<file path="src/design/field_rotate_polarization_angles_macros.svh">
// Assertion macros for the field rotation block
`ifndef FIELD_ROTATE_POLARIZATION_ANGLES_MACROS_SVH
`define FIELD_ROTATE_POLARIZATION_ANGLES_MACROS_SVH
// implication checked every clock outside reset
`define FRPA_ASSERT_IMPL(label, ante, cons, msg) \
	label: assert property (@(posedge clk) disable iff (!arst_n) (ante) |-> (cons)) \
		else $error(msg);
// implication checked in the cycle after the antecedent
`define FRPA_ASSERT_NEXT(label, ante, cons, msg) \
	label: assert property (@(posedge clk) disable iff (!arst_n) (ante) |=> (cons)) \
		else $error(msg);
`endif

</file>
<file path="src/design/frpa_pkg.sv">
// Package: shared types and constants for the field rotation block
package frpa_pkg;
	localparam int FieldW = 24;
	localparam int CoefW = 18;
	localparam int RegW = 54;
	localparam int ProjW = 44;
	localparam int MagW = 43;
	localparam int SqW = 86;
	localparam int SumW = 88;
	localparam int QW = 17;
	localparam int QSteps = 17;
	localparam logic [1:0] RegRowZero = 2'd0;
	localparam logic [1:0] RegRowOne = 2'd1;
	localparam logic [1:0] RegRowTwo = 2'd2;

	typedef struct packed {
		logic [SumW-1:0] num;
		logic [SumW-1:0] den;
		logic [QW-1:0] q;
	} div_lane_t;
endpackage

</file>
<file path="src/design/frpa_div_step.sv">
// One restoring division step per stage, three lanes in parallel
module frpa_div_step (
	input logic clk,
	input logic adv,
	input logic first,
	input frpa_pkg::div_lane_t din [3],
	input logic [2:0] din_flags,
	output frpa_pkg::div_lane_t dout [3],
	output logic [2:0] dout_flags
);
	localparam int UW = frpa_pkg::SumW;
	logic [UW-1:0] n [3];
	logic [UW:0] d [3];

	always_comb begin
		for (int i = 0; i < 3; i++) begin
			n[i] = first ? din[i].num : {din[i].num[UW-2:0], 1'b0};
			d[i] = {1'b0, n[i]} - {1'b0, din[i].den};
		end
	end

	always_ff @(posedge clk) begin
		if (adv) begin
			for (int i = 0; i < 3; i++) begin
				dout[i].den <= din[i].den;
				dout[i].num <= d[i][UW] ? n[i] : d[i][UW-1:0];
				dout[i].q <= {din[i].q[frpa_pkg::QW-2:0], ~d[i][UW]};
			end
			dout_flags <= din_flags;
		end
	end
endmodule
</file>
<file path="config.mk">
export PLATFORM = sky130hd
export DESIGN_NAME = frpa_div_step
export DESIGN_NICKNAME = d
export VERILOG_FILES = /design/src/design/field_rotate_polarization_angles_macros.svh /design/src/design/frpa_pkg.sv /design/src/design/frpa_div_step.sv
export SDC_FILE = /design/constraint.sdc
export NUM_CORES = 1
export LEC_CHECK = 0
export ABC_AREA = 1
export BUFFER_PORTS_ARGS = -buffer_cell sky130_fd_sc_hd__buf_2
export CORE_AREA = 3 3 459 461
export DETAILED_ROUTE_END_ITERATION = 7
export DIE_AREA = 0 0 462 464
export SLEW_MARGIN = 20
export SYNTH_ARGS = -nofsm -noshare
export SYNTH_HDL_FRONTEND = slang
export SYNTH_SLANG_ARGS = --single-unit
</file>
<file path="constraint.sdc">
create_clock -name clk -period 5.8 [get_ports clk]
set_input_delay 0.29 -clock clk [delete_from_list [all_inputs] [get_ports clk]]
set_output_delay 0.29 -clock clk [all_outputs]
set_load 0.05 [all_outputs]
</file>
==> impl_metrics.csv, run 1 <==
group,metric,value,unit
run_status,status,"finished, violations left",
run_status,failed_checks,"design-rule violations",
drt,drt_iter0_drc,4458,
critical_path,crit_fanout,81,
floorplanning,die_h,464,µm
critical_path,path_delay_family,"simple AND/OR/NAND/NOR gates",
global_routing,grt_pass1_wl,376000,µm
logic_synthesis,synth.net_count,8954,
floorplanning,rows,167,
floorplanning,dieArea,0.214,mm²
cts,clkSlewWorstSetupHoldPaths,60,ps
cells_and_area,fin_area,0.0668,mm²
sta,period_needed,4070,ps
cells_and_area,area_delta_synth_final,31.5,%
sta,slew_headroom,0.388,
min_path,hp-class,"in2reg",
global_routing,overflow,0,
logic_synthesis,yosys-top-cells-area,"edfxtp_1 34%, nand2_1 27%, inv_1 12%, ha_1 6.9%, nor2_1 4.9%",
cells_and_area,final_util,0.323,
logic_synthesis,yosysSeqAreaShare,0.344,
sta,rsz0062_at_grt,"no",
critical_path,cpPeakStageDelay,480,ps
logic_synthesis,synth_most_common_cell,"nand2_1",
sta,period_share,0.702,
logic_synthesis,synth_edf_count,582,
logic_synthesis,ys_types,35,
critical_path,worstSetupPathType,"in2reg",
cts,ctsResizeCount,0,
cells_and_area,final_nets,10548,
logic_synthesis,ys_ff_latch,582,
critical_path,crit_buf_inv,6,
power_and_ir_drop,powerDensity,270,mW/mm²
floorplanning,die_w,462,µm
logic_synthesis,syn_avg_cell_area,6.29,µm²
critical_path,crit_top_cell,"nand2_1",
sta,hold_violations,0,
drt,vias,55941,
sta,max_freq,246,MHz
logic_synthesis,ys_top_cells_by_count,"3591 x nand2_1, 1687 x inv_1, 670 x nor2_1, 582 x edfxtp_1, 319 x nand3_1",
flow_run,cap_violations,0,
logic_synthesis,netlist.area_leader.share,0.344,
place,port_buffers,1163,
cts,root_buffer,"clkbuf_16",
drt,antenna_left,0,
critical_path,cp-start-kind,"input pin",
logic_synthesis,yosysWarnings,0,
sta,layout_setup_ws,1730,ps
floorplanning,num_io_pins,1167,
cts,holdBufCountCts,446,
critical_path,slowest_stage,"inv_8",
global_routing,grt_pass1_vias,53452,
logic_synthesis,synthArstFlopShare,0,
cts,post-cts-setup-buffers,0,
place,hpwl,231000,µm
sta,finalMaxSlewViolations,0,
cts,clock_path_buffers,3,
sta,finalSetupTns,0,ps
cts,cts_made_buffers,75,
floorplanning,initial_utilization,0.246,
place,place.gp.congestion,1.02,
drt,via_per_inst,4.48,
cts,cts_sinks,582,
critical_path,endpoint_kind,"flip-flop",
drt,wl_per_cell,21.7,µm
power_and_ir_drop,ir_drop,0.000259,V
critical_path,cp_cell_sequence,"buf_8 -> inv_8 -> buf_12 -> nand2_1 -> nand2_1 -> ha_1 -> nand2_1 -> inv_2 -> nand3_1 -> nor2_1 -> nand2_1 -> nor2_1 -> nand3_1 -> buf_4 -> nand3_4 -> buf_4 -> nor2_1 -> a21oi_1",
drt,routed_wl,271000,µm
drt,first_pass_iters,8,
logic_synthesis,netlist_area,0.0508,mm²
cts,cts_tree,"built",
drt,drc,4,
logic_synthesis,synth_cells,8084,
floorplanning,core,0.207,mm²
global_routing,track_usage,0.243,
global_routing,grt_antenna_before_repair,72,
global_routing,grt_max_degree,137,
logic_synthesis,synth_area_leader_cell,"edfxtp_1",
power_and_ir_drop,cellLeakagePower,36.6,nW
cells_and_area,final_layout_size_suffix_gt1_frac,0.145,
critical_path,crit_required,6260,ps
sta,finalSetupViolCount,0,
logic_synthesis,ys.flop_type,"edfxtp_1",
critical_path,critPathArrivalTime,4540,ps
place,dpl_cell_area,0.0597,mm²
cts,htree_levels,3,
sta,tightest_slew,918,ps
place,post-place-ws,1080,ps
[registers in the layout (all words and copies together) (netlist names)]
name and cells:
dout 579, dout_flags 3
[kinds of logic after synthesis]
group           Yosys count  share of synthesized area
xor+xnor                153                     0.0264
fa+ha+maj               285                     0.0706
compound gates          404                     0.0437
buf+inv                1854                      0.141
simple gates           4806                      0.374
flops                   582                      0.344
[cell type report]
| cell class | count | area [µm²] |
|---|---|---|
| Antenna cell | 30 | 75.1 |
| Clock buffer | 82 | 1900 |
| Clock inverter | 56 | 634 |
| Fill cell | 23175 | 140000 |
| Inverter | 1724 | 6480 |
| Multi-Input combinational cell | 5648 | 26200 |
| Sequential cell | 582 | 17500 |
| Tap cell | 2704 | 3380 |
| Timing Repair Buffer | 1647 | 10700 |
[report_power, final]
| part | internal [mW] | total (mW) | switching [mW] | leakage (nW) |
|---|---|---|---|---|
| logic | 2.00 | 7.64 | 5.64 | 29.7 |
| registers | 5.27 | 5.45 | 0.176 | 5.69 |
| clock network | 2.78 | 4.95 | 2.17 | 1.21 |
[path summary, 6_finish.rpt]
kind                     start   endpoint  slack, ps  depth (start not counted)
worst max-delay path     first  dout[310]       1730                         18
worst min-delay path  din[146]  dout[146]         70                          5
[worst min-delay path, cell delays in order]
cell	delay, ps
buf_2	100
nand2_1	50
nand2_1	80
nand2_1	50
o21ai_1	80
[routing by layer]
metal / global-route usage / wire (µm)
met3: 0.0412 / 18200
met2: 0.429 / 131000
met4: 0.101 / 13200
met5: 0 / 132
met1: 0.289 / 108000
[metrics by stage]
step           power [mW]  std cells  hold slack (ps)
6_report             18.0      12473             68.1
5_1_grt              18.9      12456             30.5
4_1_cts              18.2      12443            0.411
3_5_place_dp         12.9      11859              468
3_3_place_gp         12.9      11859              467
2_1_floorplan        10.3       8084              389
[cell usage in the layout, fill, tap and decap left out, drive strengths merged, types with 109 or more instances in the layout]
cell type       n
nand4         109
xnor2         118
dlygate4sd3   446
inv          1730
ha            282
nor2          694
nand3         325
a21oi         290
nand2        3592
buf          1201
edfxtp        582
Power figures use the tool's default switching activity.
==> run 2, diff against run 1 <==
Clock period 5.8 ns to 4 ns, I/O delays scaled along.
==> impl_metrics.csv, run 2 (same netlist as run 1, synthesis figures left out) <==
group,metric,value,unit
floorplanning,core,0.207,mm²
cts,htree_levels,3,
cts,root_buffer,"clkbuf_16",
drt,drc,0,
sta,period_share,0.771,
global_routing,track_usage,0.242,
critical_path,path_delay_family,"simple AND/OR/NAND/NOR gates",
sta,tightest_slew,853,ps
floorplanning,die_h,464,µm
drt,wl_per_cell,21.2,µm
critical_path,crit_buf_inv,5,
cts,clock_path_buffers,3,
cts,cts_tree,"built",
min_path,min_from,"din[109]",
power_and_ir_drop,cellLeakagePower,38.1,nW
global_routing,use_met2,0.432,
global_routing,global_route.usage.met3,0.0423,
cells_and_area,area_delta_synth_final,37.2,%
critical_path,cp_cell_sequence,"dlygate4sd3_1 -> buf_2 -> nand2_1 -> nand2_1 -> ha_1 -> nand2_1 -> nor2_2 -> inv_2 -> nor2_2 -> nand2_1 -> nor2_2 -> nand2_1 -> nand3_4 -> buf_12 -> buf_4 -> nor2_1 -> a21oi_1",
flow_run,cap_violations,0,
cells_and_area,fillCellCount,22897,
floorplanning,dieArea,0.214,mm²
min_path,hold_path_depth,5,
cells_and_area,largest_register,"dout",
critical_path,crit_required,4550,ps
drt,via_per_inst,4.45,
critical_path,slowest_stage,"dlygate4sd3_1",
critical_path,worstSetupPathType,"in2reg",
sta,hold_violations,0,
sta,max_freq,324,MHz
sta,finalMaxSlewViolations,0,
critical_path,cpPeakStageDelay,600,ps
power_and_ir_drop,powerDensity,382,mW/mm²
global_routing,grt_max_degree,96,
sta,period_needed,3090,ps
sta,finalSetupTns,0,ps
global_routing,grtUsageMet1,0.285,
run_status,status,"finished clean",
global_routing,grt_busiest_layer,"met2",
cts,clkSlewWorstSetupHoldPaths,50,ps
global_routing,grt_pass1_vias,55138,
critical_path,crit_fanout,28,
global_routing,grt_antenna_before_repair,69,
place,hpwl,230000,µm
critical_path,crit_top_cell,"nand2_1",
cells_and_area,final_cell_mix,"3591 x nand2_1, 1686 x inv_1, 1161 x buf_2",
drt,antenna_left,0,
sta,finalSetupViolCount,0,
cts,ctsResizeCount,0,
cells_and_area,seq_area,0.0175,mm²
drt,first_pass_iters,6,
floorplanning,rows,167,
floorplanning,num_io_pins,1167,
critical_path,endpoint_kind,"flip-flop",
place,port_buffers,1163,
floorplanning,initial_utilization,0.246,
sta,slew_headroom,0.431,
drt,drt_iter0_drc,4804,
sta,rsz0062_at_grt,"no",
floorplanning,die_w,462,µm
cells_and_area,final_nets,10847,
global_routing,overflow,0,
critical_path,cp-start-kind,"input pin",
cells_and_area,top_regs,"dout (579), dout_flags (3)",
cells_and_area,final_util,0.337,
drt,routed_wl,270000,µm
min_path,hp-class,"in2reg",
cells_and_area,multi_input_area,0.0262,mm²
cells_and_area,final_common_cell,"nand2_1",
global_routing,grt_pass1_wl,376000,µm
cells_and_area,largest_reg_flops,579,
cts,cts_made_buffers,78,
power_and_ir_drop,ir_drop,0.000363,V
cells_and_area,final_layout_size_suffix_gt1_frac,0.155,
critical_path,cp_num_cells,17,
critical_path,critPathArrivalTime,3640,ps
drt,vias,56847,
place,place.gp.congestion,1.06,
critical_path,startpoint,"din[560]",
cts,cts_sinks,582,
run 2: stage by stage:
| stage | total power, mW | cell area [µm²] | setup WS [ps] | instances | hold slack (ps) |
|---|---|---|---|---|---|
| after floorplan | 14.9 | 50800 | 816 | 8084 | 299 |
| after CTS | 26.8 | 69600 | 976 | 12741 | 4.23 |
| after detailed placement | 18.9 | 61000 | 256 | 11995 | 379 |
| final | 26.6 | 69700 | 914 | 12771 | 52.2 |
| after global placement | 18.9 | 61000 | 314 | 11995 | 377 |
| after global routing | 27.9 | 69700 | 732 | 12761 | 13.8 |
run 2: worst paths after layout:
path               endpoint  slack (ps)
setup / recovery  dout[531]         910
hold / removal    dout[109]          50
run 2: cell type report:
cell class                      instances  area share
Tap cell                             2704      0.0485
Clock inverter                         52     0.00835
Multi-Input combinational cell       5648       0.375
Sequential cell                       582       0.251
Antenna cell                           30     0.00108
Timing Repair Buffer                 1943       0.194
Inverter                             1724      0.0930
Clock buffer                           88      0.0285
run 2: timing repair:
action,in CTS,in global routing
setup buffers,0,0
endpoints found under the hold margin,531,0
endpoints found under the setup margin,0,0
hold buffers,606,0
run 2: routing by layer:
layer | wire (µm) | vias up
met1 | 106000 | 25788
li1 | - | 28304
met5 | 72 | -
met2 | 132000 | 2318
met3 | 19300 | 425
met4 | 12500 | 12
run 2: power by group:
part / leakage [nW] / switching [mW] / internal (mW) / total (mW)
clock: 1.23 / 3.14 / 4.09 / 7.23
sequential: 5.69 / 0.307 / 7.65 / 7.96
combinational: 31.1 / 8.19 / 3.25 / 11.4
